<file path="config.mk">
export PLATFORM = sky130hd
export DESIGN_NAME = wpam_multiplier
export DESIGN_NICKNAME = d
export VERILOG_FILES = /design/src/rtl/waveform_period_amplitude_meter_core_macros.svh /design/src/rtl/wpam_multiplier.sv
export SDC_FILE = /design/constraint.sdc
export NUM_CORES = 2
export LEC_CHECK = 0
export ABC_AREA = 1
export BUFFER_PORTS_ARGS = -buffer_cell sky130_fd_sc_hd__buf_2
export CAP_MARGIN = 5
export CORE_ASPECT_RATIO = 1.25
export CORE_MARGIN = 2
export CORE_UTILIZATION = 30
export CTS_CLUSTER_DIAMETER = 120
export CTS_CLUSTER_SIZE = 40
export DETAILED_ROUTE_END_ITERATION = 7
export HOLD_SLACK_MARGIN = 0.12
export PLACE_DENSITY_LB_ADDON = 0.08
export SYNTH_ARGS = -nofsm -noshare
export SYNTH_HDL_FRONTEND = slang
export SYNTH_SLANG_ARGS = --single-unit
</file>
<file path="constraint.sdc">
create_clock -name clk_i -period 18.4 [get_ports clk_i]
set_input_delay 3.68 -clock clk_i [delete_from_list [all_inputs] [get_ports clk_i]]
set_output_delay 3.68 -clock clk_i [all_outputs]
set_load 0.005 [all_outputs]
</file>
<file path="src/rtl/waveform_period_amplitude_meter_core_macros.svh">
// ----------------------------------------------------------------------------
// Assertion macros for the waveform meter
// Each macro compiles to nothing when NO_ASSERTIONS is set.
// ----------------------------------------------------------------------------
`ifndef WAVEFORM_PERIOD_AMPLITUDE_METER_CORE_MACROS_SVH
`define WAVEFORM_PERIOD_AMPLITUDE_METER_CORE_MACROS_SVH
`ifndef NO_ASSERTIONS
`define WPAM_ASSERT_IMPL(lbl, clk, rst_n, ante, cons) \
  lbl: assert property (@(posedge clk) disable iff (!rst_n) (ante) |-> (cons)) \
    else $error("assertion failed");
`define WPAM_ASSERT_NEXT(lbl, clk, rst_n, ante, cons) \
  lbl: assert property (@(posedge clk) disable iff (!rst_n) (ante) |=> (cons)) \
    else $error("assertion failed");
`else
`define WPAM_ASSERT_IMPL(lbl, clk, rst_n, ante, cons)
`define WPAM_ASSERT_NEXT(lbl, clk, rst_n, ante, cons)
`endif
`endif

</file>
<file path="src/rtl/wpam_multiplier.sv">
// ----------------------------------------------------------------------------
// Timeout multiplier
// 32x32 product, registered; used to form the lost-wave limit.
// ----------------------------------------------------------------------------
module wpam_multiplier (
  input  logic        clk_i,
  input  logic [31:0] a_i,
  input  logic [31:0] b_i,
  output logic [63:0] p_o
);
  logic [63:0] p_q;

  // one registered product
  always_ff @(posedge clk_i) begin
    p_q <= {32'd0, a_i} * {32'd0, b_i};
  end

  assign p_o = p_q;
endmodule

</file>
==> results.cfg <==
[outcome]
status = complete, no violations

[cts]
post_cts_buffers = 0
htreeDepth = 3
cts.reportedPaths.clkPinSlew_ps = 60
numClockSinks = 64
clockBufferDepth = 2
cts.repair.resized = 0
cts_tree = built
cts_buffers = 9
postCtsHoldBufs = 0
root_buffer = clkbuf_16

[worst_setup_path]
crit_start = a_i[12]
cp.arrival_ps = 10700
crit_path_end_kind = register
worstPathMaxFanout = 32
required_ps = 18650
crit_path_max_incr_delay_ps = 770
critPathLaunchType = input pin
critPathMostFrequentCell = fa_1
critPathSlowestCell = buf_2
crit_type = input pin to register

[die]
dieArea_um2 = 128000
start_util_pct = 30.3
fp.dieW_um = 320
coreArea_um2 = 123000
die_h_um = 399
io_pins = 129
fp-row-count = 144

[drt]
drt-initial-drc-count = 1567
wirelength_mm = 125
drc = 0
wl_per_cell_um = 18.9
ant_nets = 0
first_pass_iters = 5
viasPerCell = 4.34
via_count = 28600

[sta]
max_freq_mhz = 95.7
slew_headroom_pct = 29.6
rsz0062_at_grt = false
setup_viol = 0
hold_violations = 0
finalCriticalPeriod_ps = 10450
setup_ws_ps = 7950
tns_ps = 0
timing.final.crit_share_pct = 56.8
tightest_slew_ps = 1060
maxSlewViolCount = 0

[grt]
antenna_found_initial = 4
grt-busiest-layer = met2
grt_first_pass_wirelength_mm = 198
met1_usage_pct = 28.2
grt_start_max_net_pins = 33
grt.total_usage_pct = 20.6
met3_usage_pct = 1.02
grt_overflow = 0
grt_pass1_vias = 32300
grtUsageMet2_pct = 36.3

[synthesis]
yosysSeqAreaShare_pct = 3.43
syn_area_per_cell_um2 = 7.45
synth_compound_area_share_pct = 0.853
ys_warn_count = 0
synth-seq-cells = 64
synth-xor-area-share_pct = 0.820
synth-adder-area-share_pct = 56.8
synth_mux_area_share_pct = 0
synth_nets = 6247
yosysUniqueCellTypes = 23
yosys.area_share.simple_pct = 18.8
synth_area_um2 = 37400
synth_top_family_by_area = adder cells
synthCells = 5023

[placement]
gp_congestion = 0.856
dpl_worst_slack_ps = 7560
dp_cells = 6581
place_hpwl_mm = 102
numPortBuffers = 128

[worst_hold_path]
hold_path_class = input pin to register
hold_start = b_i[0]

[final_layout]
finalCoreUtilization_pct = 32.2
drive_gt1_share_pct = 4.49
largest_reg_flops = 64
fin_cells = 6598
final_cell_mix = inv_1, nand2_1, fa_1
fillCellCount = 13500
final_common_cell = inv_1
syn_to_final_growth_pct = 6.35
nets = 6210

[flow_run]
drv_cap = 0
metal layers:
metal / vias up / share of wire, %
met4: 2 / 2.0
met2: 448 / 49
li1: 13500 / -
met5: - / 0.010
met3: 103 / 2.8
met1: 14500 / 46
per-stage QoR:
stage,area (um2),hold slack [ps]
after floorplan,37400,3780
after global placement,39500,4060
after detailed placement,39500,4060
after CTS,39800,3920
after global routing,39800,3960
final,39800,3920
synth_stat cells:
master / count / area [um2]
inv_1: 1723 / 6470
nand2_1: 1566 / 5880
fa_1: 896 / 17900
ha_1: 263 / 3290
clkbuf_1: 192 / 721
nor2_1: 81 / 304
dfxtp_1: 64 / 1280
nand3_1: 56 / 280
a21oi_1: 43 / 215
xor2_1: 33 / 289
nand4_1: 16 / 100
nand2_2: 15 / 93.8
nor2_2: 14 / 87.6
inv_2: 12 / 45.0
nor3_1: 11 / 55.1
o21bai_1: 11 / 82.6
nand3_2: 9 / 90.1
nor2_4: 6 / 67.6
nor3_2: 6 / 60.1
o21ai_0: 2 / 10.0
xnor2_1: 2 / 17.5
nor3_4: 1 / 16.3
o21bai_2: 1 / 11.3
critical path: cells and delay by family:
family | cells | cell delay [ps]
adders and majority gates | 9 | 4440
buffers and inverters | 7 | 1190
and+or+nand+nor | 9 | 1320
logic make-up after synthesis:
family / count (synthesis)
and+or+nand+nor: 1781
AOI/OAI and AO/OA: 57
adders and majority gates: 1159
DFF: 64
xor gates and xnor gates: 35
buffers and inverters: 1927
cell type report:
| class | count | area, um2 | share of cell area [%] |
|---|---|---|---|
| Multi-Input combinational cell | 3032 | 28900 | 72.6 |
| Inverter | 1735 | 6510 | 16.4 |
| Timing Repair Buffer | 144 | 761 | 1.91 |
| Antenna cell | 1 | 2.50 | 0.00629 |
| Clock buffer | 10 | 239 | 0.601 |
| Sequential cell | 64 | 1280 | 3.22 |
| Clock inverter | 6 | 82.6 | 0.208 |
| Tap cell | 1606 | 2010 | 5.05 |
final timing paths:
path | end | depth (start not counted)
worst min-delay path | p_o[0]$_DFF_P_ | 3
worst max-delay path | p_o[38]$_DFF_P_ | 25
Power is not shown: default switching activity piles up to over one toggle a cycle in this logic, so the estimate is an artifact.
