--- src/rtl/waveform_period_amplitude_meter_core_macros.svh ---
// ----------------------------------------------------------------------------
// Assertion macros for the waveform meter
// Each macro compiles to nothing when NO_ASSERTIONS is set.
// ----------------------------------------------------------------------------
`ifndef WAVEFORM_PERIOD_AMPLITUDE_METER_CORE_MACROS_SVH
`define WAVEFORM_PERIOD_AMPLITUDE_METER_CORE_MACROS_SVH
`ifndef NO_ASSERTIONS
`define WPAM_ASSERT_IMPL(lbl, clk, rst_n, ante, cons) \
  lbl: assert property (@(posedge clk) disable iff (!rst_n) (ante) |-> (cons)) \
    else $error("assertion failed");
`define WPAM_ASSERT_NEXT(lbl, clk, rst_n, ante, cons) \
  lbl: assert property (@(posedge clk) disable iff (!rst_n) (ante) |=> (cons)) \
    else $error("assertion failed");
`else
`define WPAM_ASSERT_IMPL(lbl, clk, rst_n, ante, cons)
`define WPAM_ASSERT_NEXT(lbl, clk, rst_n, ante, cons)
`endif
`endif

--- src/rtl/wpam_pkg.sv ---
// ----------------------------------------------------------------------------
// Waveform meter package
// Shared constants, register indexes and types.
// ----------------------------------------------------------------------------
package wpam_pkg;
  localparam logic [2:0] REG_THR   = 3'd0;
  localparam logic [2:0] REG_PEN   = 3'd1;
  localparam logic [2:0] REG_PCOND = 3'd2;
  localparam logic [2:0] REG_SPF   = 3'd3;
  localparam logic [2:0] REG_STEP  = 3'd4;

  localparam logic [1:0] COND_RISE = 2'd0;
  localparam logic [1:0] COND_FALL = 2'd1;
  localparam logic [1:0] COND_HIGH = 2'd2;
  localparam logic [1:0] COND_LOW  = 2'd3;

  // most negative 33-bit value, -2^32
  localparam logic signed [32:0] MAX_RST  = {1'b1, 32'd0};
  localparam logic signed [32:0] MIN_RST  = 33'sd4294967295;
  localparam logic signed [32:0] DISP_RST = 33'sd5000000;
  localparam logic [63:0]        NO_WAVE  = 64'd10;

  // divider request/response
  typedef struct packed {
    logic        start;
    logic [63:0] dividend;
    logic [31:0] divisor;
  } div_req_t;

  typedef struct packed {
    logic        done;
    logic [63:0] quotient;
  } div_rsp_t;
endpackage

--- src/rtl/wpam_divider.sv ---
// ----------------------------------------------------------------------------
// Serial divider
// Restoring radix-2 unsigned divide, one quotient bit per cycle.
// ----------------------------------------------------------------------------
module wpam_divider (
  input  logic               clk_i,
  input  logic               rst_ni,
  input  wpam_pkg::div_req_t req_i,
  output wpam_pkg::div_rsp_t rsp_o
);
  logic        busy_q, busy_d;
  logic [6:0]  cnt_q, cnt_d;
  logic [63:0] quo_q, quo_d;
  logic [32:0] rem_q, rem_d;
  logic [31:0] dvs_q, dvs_d;
  logic        done_q, done_d;
  logic [32:0] trial;
  logic [33:0] diff;

  // shift in next dividend bit and try subtract
  always_comb begin
    trial  = {rem_q[31:0], quo_q[63]};
    diff   = {1'b0, trial} - {2'b0, dvs_q};
    busy_d = busy_q;
    cnt_d  = cnt_q;
    quo_d  = quo_q;
    rem_d  = rem_q;
    dvs_d  = dvs_q;
    done_d = 1'b0;
    if (req_i.start) begin
      busy_d = 1'b1;
      cnt_d  = 7'd0;
      quo_d  = req_i.dividend;
      rem_d  = '0;
      dvs_d  = req_i.divisor;
    end else if (busy_q) begin
      if (!diff[33]) begin
        rem_d = diff[32:0];
      end else begin
        rem_d = trial;
      end
      quo_d = {quo_q[62:0], ~diff[33]};
      cnt_d = cnt_q + 7'd1;
      if (cnt_q == 7'd63) begin
        busy_d = 1'b0;
        done_d = 1'b1;
      end
    end
  end

  always_ff @(posedge clk_i or negedge rst_ni) begin
    if (!rst_ni) begin
      busy_q <= 1'b0;
      done_q <= 1'b0;
      cnt_q  <= '0;
    end else begin
      busy_q <= busy_d;
      done_q <= done_d;
      cnt_q  <= cnt_d;
    end
  end

  always_ff @(posedge clk_i) begin
    quo_q <= quo_d;
    rem_q <= rem_d;
    dvs_q <= dvs_d;
  end

  assign rsp_o.done     = done_q;
  assign rsp_o.quotient = quo_q;
endmodule

--- config.mk ---
export PLATFORM = sky130hd
export DESIGN_NAME = wpam_divider
export DESIGN_NICKNAME = d
export VERILOG_FILES = /design/src/rtl/waveform_period_amplitude_meter_core_macros.svh /design/src/rtl/wpam_pkg.sv /design/src/rtl/wpam_divider.sv
export SDC_FILE = /design/constraint.sdc
export NUM_CORES = 1
export LEC_CHECK = 0
export BUFFER_PORTS_ARGS = -buffer_cell sky130_fd_sc_hd__buf_2
export CAP_MARGIN = 5
export CORE_ASPECT_RATIO = 1.1
export CORE_MARGIN = 4
export CORE_UTILIZATION = 49
export CTS_CLUSTER_DIAMETER = 120
export CTS_CLUSTER_SIZE = 8
export DETAILED_ROUTE_END_ITERATION = 12
export PLACE_DENSITY = 0.76
export SYNTH_ARGS = -nofsm -noshare
export SYNTH_HDL_FRONTEND = slang
export SYNTH_SLANG_ARGS = --single-unit
--- constraint.sdc ---
create_clock -name clk_i -period 2.9 [get_ports clk_i]
set_input_delay 0 -clock clk_i [delete_from_list [all_inputs] [get_ports clk_i]]
set_output_delay 0 -clock clk_i [all_outputs]
set_load 0.02 [all_outputs]
==> results of run 1 <==
cells by family (layout without fill, tap and decap cells):
| logic type | Yosys count | count (layout) |
|---|---|---|
| compound gates | 138 | 139 |
| xor+xnor | 29 | 29 |
| fa+ha+maj | 34 | 34 |
| buf+inv | 67 | 357 |
| flops | 137 | 137 |
| mux | 84 | 84 |
| simple gates | 129 | 129 |
per-stage QoR:
stage	setup TNS (ns)	hold slack (ns)	worst slack, ns	total power, uW	std cells
6_report	0	0.288	0.0667	5310	1101
2_1_floorplan	0	-0.296	0.172	2760	618
3_5_place_dp	0	-0.132	0.0519	3010	958
5_1_grt	-0.312	0.276	-0.0446	5490	1101
4_1_cts	0	0.276	0.0103	5270	1089
3_3_place_gp	0	-0.138	0.177	2990	958
critical path, stage by stage, from the launching register on:
cell,delay [ns]
edfxtp_1,0.39
inv_2,0.10
ha_4,0.20
nor2b_4,0.13
o31a_4,0.36
o211ai_4,0.18
a21boi_2,0.08
or2_4,0.26
a41oi_4,0.23
a22oi_2,0.10
buf_4,0.19
clkbuf_16,0.16
mux2i_1,0.11
a211oi_1,0.24
sequential cells by signal, indices dropped and copies added (netlist names):
signal / cells
quo_q: 64
dvs_q: 32
rem_q: 32
cnt_q: 7
busy_q: 1
done_q: 1
power by group:
part           internal [uW]  switching [uW]  leakage, uW
registers               2250            78.4      0.00137
logic                    381             418      0.00274
clock network           1220             959     0.000285
total                   3850            1460      0.00439
cell type report:
type                            instances  area share (%)
Inverter                               41            1.52
Timing Repair Buffer                  284            20.0
Sequential cell                       137            36.9
Clock inverter                         15            1.58
Tap cell                              192            2.37
Multi-Input combinational cell        415            33.4
Clock buffer                           17            4.19
cell usage in the layout (no fill, tap or decap), types with 18 or more instances in the layout:
master	count
mux2_2	64
a21oi_1	26
a21o_1	19
buf_4	19
nor2_1	41
edfxtp_1	96
clkbuf_16	18
dfxtp_1	31
mux2i_1	20
nand2_1	42
inv_1	37
buf_2	162
dlygate4sd3_1	99
ha_1	30
repair_timing:
| item | in CTS | in global routing |
|---|---|---|
| setup endpoints to repair | 0 | 30 |
| setup buffers | 0 | 10 |
| hold buffers | 99 | 0 |
| resized for setup | 0 | 32 |
| hold endpoints to repair | 108 | 0 |
routing by layer:
layer / share of wire, % / vias to the layer above
li1: - / 2862
met1: 38 / 2901
met2: 50 / 248
met3: 7.7 / 65
met4: 4.0 / 0
met5: 0 / -
final timing paths:
kind                              to  cells after the start
hold reg to reg            rem_q[23]                      2
setup reg to reg            rem_q[7]                     13
hold / removal              dvs_q[2]                      2
min in group asynchronous     done_q                      3
setup / recovery            rem_q[7]                     13
max in group asynchronous   cnt_q[3]                      3
==> summary.md, run 1 <==
| Metric | Value |
|---|---|
| Layout cell share with drive strength beyond 1 | 36.3% |
| Mapped Cells | 618 |
| Placed inst area | 8340 um2 |
| Post-Route WL | 19,800 um |
| P per Cell Area | 523 nW/um2 |
| Yosys reg bits | 137 |
| Max-Cap Viols | 0 |
| Worst hold path type | in2reg |
| Seq. cell area | 3750 um2 |
| Sink Count | 137 |
| Main synth FF type | edfxtp_1 |
| First-pass GRT wire length | 31,500 um |
| Die height | 136 um |
| Unrepaired setup endpoints after global routing | true |
| Final core occ | 70.0% |
| Peak supply drop | 0.529 mV |
| Worst Path Max Fanout | 4 |
| Hold Violations, Final | 0 |
| Yosys cell types | 69 |
| Area fraction in compound gates after synthesis | 14.2% |
| Total congestion overflow | 0 |
| Measured slew at the worst slew-check pin | 0.904 ns |
| Number of buffers created by CTS | 17 |
| Reg clk slew, reported paths | 0.06 ns |
| Largest net degree at the start of global routing | 75 |
| Layout overhead on the synthesized area | 38.9% |
| Worst clock skew | 0.00958 ns |
| Async SR Flop Fraction | 6.57% |
| Clk_lat worst skew | 0.42 ns |
| CTS tree | built |
| Status | finished clean |
| Rel. slew slack | 39.7% |
| Hold path start | req_i[2] |
| FMAX | 353 MHz |
| Synth top area cells | edfxtp_1 39%, mux2_2 9.9%, dfxtp_1 8.8% |
| Total inserted antenna cells | 0 |
| Area of the multi-input gates | 3400 um2 |
| Adder-Cell Fraction of Synth Area | 5.92% |
| Synthesized-area fraction occupied by and/or/nand/nor cells | 8.25% |
| GR Util All Layers | 23.2% |
| DRC Markers | 0 |
| Post-route ant nets | 0 |
| Yosys warns | 0 |
| Crit Path Class | reg2reg |
| I/O pins | 164 |
| Startpoint types | flop |
| CP required | 3.23 ns |
| Area leader, netlist | edfxtp_1 |
| Post-synthesis mux area share | 12.6% |
| Post-synth top area share | 39.4% |
| Hpwl dp | 12,400 um |
| Detailed Routing Iterations Pass 1 | 5 |
| Largest family of logic cells by synthesized area | compound AO/OA/AOI/OAI gates |
| Met2 usage | 40.4% |
| Die Footprint | 16,900 um2 |
| Setup crit end kind | flop |
| Most common cell in the synthesized netlist | edfxtp_1 |
| Synth Net Count | 751 |
| Drt initial violations | 374 |
| Drt via density | 5.52 |
| Sequential-to-total area share from yosys stat | 51.3% |
| Clock Path Buffers | 2 |
| Setup violations, final | 0 |
| Final nets | 1,029 |
| Number of cell rows | 46 |
| Number of port buffers | 163 |
| FILL cells | 1,032 |
| Final Cell Area | 10,200 um2 |
| H-tree levels | 4 |
| Die width | 124 um |
| CORE AREA | 14,500 um2 |
| Met3 GRT Util | 7.27% |
| Synth Area in XOR/XNOR | 3.47% |
| Post-Syn Area | 7310 um2 |
| Most used routing layer | met2 |
| Via count | 6,076 |
| Final max-slew violation count | 0 |
| Vias in the first global route | 6,372 |
| CTS root buf | clkbuf_16 |
| Post-synth top cells | 96 x edfxtp_1, 64 x mux2_2, 42 x nand2_1, 42 x nor2_1, 41 x inv_1 |
| Crit. Startpoint | dvs_q[1] |
| CP arrival | 3.16 ns |
| Antenna violations before repair | 0 |
| Final period util | 97.7% |
| M1 GR Usage | 25.8% |
| Reg-to-reg slack, setup | 0.07 ns |
| R2r startpoint | dvs_q[1] |
| Leak pwr | 0.00439 uW |
| Initial Utilization | 50.4% |
| WL/cell | 18.0 um |
| GP Congestion | 0.894 |
| Syn avg cell area | 11.8 um2 |
| Period minus WS final | 2.83 ns |
| Number of synthesized flops with an enable pin | 96 |
Power figures use the tool's default switching activity.
==> inputs of run 2 (changes only) <==
--- a/config.mk
+++ b/config.mk
@@ -9,11 +9,10 @@
 export CAP_MARGIN = 5
 export CORE_ASPECT_RATIO = 1.1
 export CORE_MARGIN = 4
-export CORE_UTILIZATION = 49
+export CORE_UTILIZATION = 29
 export CTS_CLUSTER_DIAMETER = 120
 export CTS_CLUSTER_SIZE = 8
 export DETAILED_ROUTE_END_ITERATION = 12
-export PLACE_DENSITY = 0.76
 export SYNTH_ARGS = -nofsm -noshare
 export SYNTH_HDL_FRONTEND = slang
 export SYNTH_SLANG_ARGS = --single-unit
==> summary.md, run 2 (synthesis gave the netlist of run 1 again) <==
| Metric | Value |
|---|---|
| Leak pwr | 0.00439 uW |
| WL/cell | 16.9 um |
| Number of buffers created by CTS | 17 |
| Largest net degree at the start of global routing | 65 |
| Hpwl dp | 14,000 um |
| Largest register FFs | 64 |
| Setup violations, final | 0 |
| Biggest register | quo_q |
| Measured slew at the worst slew-check pin | 0.836 ns |
| Hold path start | req_i[25] |
| Reg clk slew, reported paths | 0.06 ns |
| Final nets | 1,036 |
| Total congestion overflow | 0 |
| CTS tree | built |
| Post-route setup slack | 0.0287 ns |
| First-pass GRT wire length | 33,300 um |
| Min Hold Slack | 0.294 ns |
| I/O pins | 164 |
| Clock Path Buffers | 2 |
| Hold Violations, Final | 0 |
| Worst hold path type | in2reg |
| Detailed Routing Iterations Pass 1 | 4 |
| CP arrival | 3.20 ns |
| Worst Path Max Fanout | 3 |
| Vias in the first global route | 6,235 |
| FMAX | 348 MHz |
| Post-Route WL | 20,700 um |
| Layout overhead on the synthesized area | 40.7% |
| GP Congestion | 0.819 |
| Setup crit end kind | flop |
| Via count | 5,885 |
| TNS Setup | 0 ns |
| Unrepaired setup endpoints after global routing | true |
| Crit. Startpoint | dvs_q[0] |
| Initial Utilization | 29.7% |
| GR Util All Layers | 14.9% |
| Clk_lat worst skew | 0.42 ns |
| DRC Markers | 0 |
| Layout cell share with drive strength beyond 1 | 36.0% |
| Startpoint types | flop |
| Most frequent cells in the layout | 162 x buf_2, 99 x dlygate4sd3_1, 96 x edfxtp_1 |
| Cell count after placement | 1,086 |
| Peak supply drop | 0.371 mV |
| Period minus WS final | 2.87 ns |
| Final max-slew violation count | 0 |
| Status | finished clean |
| H-tree levels | 4 |
| Final period util | 99.0% |
| Crit Path Class | reg2reg |
| Die width | 159 um |
| Dpl ws | 0.0147 ns |
| Post-route ant nets | 0 |
| CORE AREA | 24,600 um2 |
| CTS root buf | clkbuf_16 |
| Commonest non-fill, non-tap cell in the layout | buf_2 |
| Die height | 175 um |
| Largest registers | quo_q x64, dvs_q x32, rem_q x32 |
| Number of cell rows | 60 |
| CP required | 3.23 ns |
| Antenna violations before repair | 0 |
| Non-Filler Instances | 1,226 |
| Die Footprint | 27,800 um2 |
| Max-Cap Viols | 0 |
| R2r startpoint | dvs_q[0] |
| Drt via density | 4.80 |
| Number of port buffers | 163 |
| Rel. slew slack | 44.3% |
| Worst clock skew | 0.0109 ns |
| Sink Count | 137 |
| Total inserted antenna cells | 0 |
| Drt initial violations | 223 |
| P per Cell Area | 510 nW/um2 |
[run 2: changes by cell type in the layout (fill, tap and decap cells not counted), sizes merged]
cell | previous run | this run
clkbuf | 18 | 20
inv | 49 | 44
clkinvlp | 2 | 5
buf | 184 | 191
[run 2: report_power, final]
group	leakage (uW)	switching, uW	total (uW)	internal [uW]
registers	0.00137	84.8	2340	2250
logic	0.00276	410	797	387
clock network	0.000262	898	2110	1210
[run 2: worst paths after layout]
kind | endpoint | slack [ns] | cells past startpoint
hold / removal | dvs_q[25] | 0.29 | 2
setup / recovery | rem_q[28] | 0.03 | 12
max in group asynchronous | busy_q | 1.99 | 3
hold reg to reg | rem_q[23] | 0.50 | 2
min in group asynchronous | cnt_q[3] | 0.59 | 3
setup reg to reg | rem_q[28] | 0.03 | 12
[run 2: metal layers]
metal	GRT usage, %	routed length [um]	vias up
met2	25.5	10200	196
li1	-	-	2871
met4	5.28	401	0
met3	4.84	1510	24
met1	17.5	8620	2794
met5	0	0	-
[run 2: area by class of cell]
cell class / count / area, um2
Inverter: 41 / 154
Tap cell: 310 / 388
Clock buffer: 19 / 443
Fill cell: 2321 / 14300
Multi-Input combinational cell: 415 / 3360
Sequential cell: 137 / 3750
Timing Repair Buffer: 291 / 2070
Clock inverter: 13 / 121
[run 2: per-stage QoR]
step	area, um2	total power, uW	utilization [%]
6_report	10300	5240	41.8
4_1_cts	10100	5280	41.0
5_1_grt	10300	5480	41.8
3_5_place_dp	8540	3040	34.7
2_1_floorplan	7310	2760	-
3_3_place_gp	8540	3040	34.7
[run 2: timing repair]
item,4_1_cts,5_1_grt
setup endpoints to repair,17,23
gates resized for setup,0,22
gates cloned,0,2
hold endpoints to repair,109,0
setup buffers,2,5
pin swaps,1,12
hold buffers,99,0
[run 2: worst max-delay path, stage by stage (launching register included)]
cell and delay (ns):
edfxtp_1 0.42, ha_4 0.19, inv_2 0.06, fa_2 0.21
a21o_1 0.15, nand4_1 0.14, a2111o_1 0.50, o21ai_2 0.27
nand3_2 0.11, a31o_4 0.25, mux2i_1 0.14, o21ai_1 0.09
a311oi_1 0.26
==> inputs of run 3 (changes only) <==
--- a/config.mk
+++ b/config.mk
@@ -9,10 +9,12 @@
 export CAP_MARGIN = 5
 export CORE_ASPECT_RATIO = 1.1
 export CORE_MARGIN = 4
-export CORE_UTILIZATION = 29
+export CORE_UTILIZATION = 45
 export CTS_CLUSTER_DIAMETER = 120
 export CTS_CLUSTER_SIZE = 8
 export DETAILED_ROUTE_END_ITERATION = 12
+export PLACE_DENSITY = 0.71
+export RECOVER_POWER = 100
 export SYNTH_ARGS = -nofsm -noshare
 export SYNTH_HDL_FRONTEND = slang
 export SYNTH_SLANG_ARGS = --single-unit
==> summary.md, run 3 (synthesis gave the netlist of run 1 again) <==
| Metric | Value |
|---|---|
| Status | finished clean |
| Post-Route WL | 19,300 um |
| Worst Hold End | dvs_q[31] |
| Crit Path Class | reg2reg |
| Reg clk slew, reported paths | 0.06 ns |
| Worst hold path type | in2reg |
| Max-Cap Viols | 0 |
| Antenna violations before repair | 0 |
| Slowest stage delay, CP | 0.38 ns |
| Die width | 130 um |
| FMAX | 355 MHz |
| Period minus WS final | 2.81 ns |
| Crit. Startpoint | dvs_q[1] |
| Reg-to-reg slack, setup | 0.09 ns |
| GR Util All Layers | 20.7% |
| H-tree levels | 4 |
| TNS Setup | 0 ns |
| Worst clock skew | 0.00938 ns |
| Detailed Routing Iterations Pass 1 | 5 |
| GP Congestion | 0.873 |
| Number of port buffers | 163 |
| R2R Path End | quo_q[0] |
| CTS root buf | clkbuf_16 |
| Vias in the first global route | 6,187 |
| Measured slew at the worst slew-check pin | 0.730 ns |
| Total congestion overflow | 0 |
| Drt initial violations | 266 |
| CP arrival | 2.98 ns |
| Hpwl dp | 12,500 um |
| Rel. slew slack | 51.1% |
| Peak supply drop | 0.373 mV |
| Number of cell rows | 48 |
| Unrepaired setup endpoints after global routing | true |
| Cell count after placement | 963 |
| Leak pwr | 0.00416 uW |
| CP required | 3.07 ns |
| Post-route ant nets | 0 |
| Most frequent cells in the layout | 99 x dlygate4sd3_1, 96 x edfxtp_1, 94 x buf_2 |
| Hold path start | req_i[31] |
| Total inserted antenna cells | 0 |
| Layout cell share with drive strength beyond 1 | 27.0% |
| Final max-slew violation count | 0 |
| Commonest non-fill, non-tap cell in the layout | dlygate4sd3_1 |
| CTS tree | built |
| Sink Count | 137 |
| DRC Markers | 0 |
| Critical path's top delay family | compound AO/OA/AOI/OAI gates |
| WL/cell | 17.5 um |
| Clk_lat worst skew | 0.42 ns |
| Largest register FFs | 64 |
| Number of buffers created by CTS | 17 |
| Drt via density | 5.38 |
| Layout overhead on the synthesized area | 36.4% |
| Largest net degree at the start of global routing | 128 |
| Non-Filler Instances | 1,100 |
| Final nets | 1,020 |
| Largest registers | quo_q x64, dvs_q x32, rem_q x32 |
| Clock Path Buffers | 2 |
| Final core occ | 63.1% |
| Via count | 5,921 |
| P per Cell Area | 534 nW/um2 |
| I/O pins | 164 |
| Setup crit end kind | flop |
| Hold Violations, Final | 0 |
| First-pass GRT wire length | 30,200 um |
| R2r startpoint | dvs_q[1] |
| CP Cell Sequence | inv_2 > ha_1 > nor2b_1 > o31a_4 > o211ai_4 > a21boi_2 > or2_4 > a41oi_4 > a22oi_2 > buf_4 > mux2_2 |
| Die height | 142 um |
| Crit-path slowest cell | edfxtp_1 |
| Reg2Reg Depth | 11 |
| Hold path depth | 2 |
| Die Footprint | 18,400 um2 |
| Worst path bufs/invs | 2 |
| Power Total | 5320 uW |
| Startpoint types | flop |
| Worst Path Max Fanout | 4 |
| Initial Utilization | 46.3% |
| Final period util | 97.0% |
| Biggest register | quo_q |
| Setup violations, final | 0 |
| CORE AREA | 15,800 um2 |
run 3: cell count changes in the layout (fill, tap and decap cells not counted), sizes merged:
cell / change
buf: -84
bufinv: +1
clkbuf: +66
clkinvlp: -4
inv: +5
run 3: repair_timing:
item / 4_1_cts / 5_1_grt
setup endpoints to repair: 1 / 23
setup buffers: 0 / 4
cloned: 0 / 2
pin swaps: 0 / 9
endpoints found under the hold margin: 107 / 0
hold buffers: 99 / 0
resized for setup: 2 / 18
run 3: power by group:
part,switching [uW],total [uW],internal [uW]
Combinational,405,749,344
Sequential,77.6,2330,2250
Clock,935,2240,1310
Total,1420,5320,3900
run 3: per-stage QoR:
stage               cell area [um2]  worst slack [ns]  hold WS (ns)
CTS                            9930            0.0243         0.281
global placement               8330             0.166        -0.144
finish                         9970            0.0869         0.289
floorplan                      7310             0.172        -0.296
global route                   9970           -0.0158         0.283
detailed placement             8330           0.00516        -0.139
run 3: how the worst max path moves through the flow:
| stage | cells after the start | endpoint | slack (ns) |
|---|---|---|---|
| floorplan | 13 | rem_q[30] | 0.17 |
| global placement | 13 | rem_q[10] | 0.17 |
| detailed placement | 13 | rem_q[10] | 0.005 |
| CTS | 12 | rem_q[1] | 0.02 |
| global route | 11 | quo_q[0] | -0.02 |
| finish | 11 | quo_q[0] | 0.09 |
run 3: metal layers:
metal / vias to the layer above / global-route usage, % / share of wire, %
met1: 2797 / 24.4 / 40
met5: - / 0 / 0
li1: 2843 / - / -
met4: 0 / 8.86 / 3.5
met3: 50 / 6.40 / 7.7
met2: 231 / 34.9 / 49
run 3: cell type report:
class,instances,area [um2]
clock buffers,17,425
fillers,1253,5830
flip-flops and latches,137,3750
clock inverters,15,184
inverters,41,154
repair buffers,275,1880
multi-input cells,415,3330
well taps,200,250
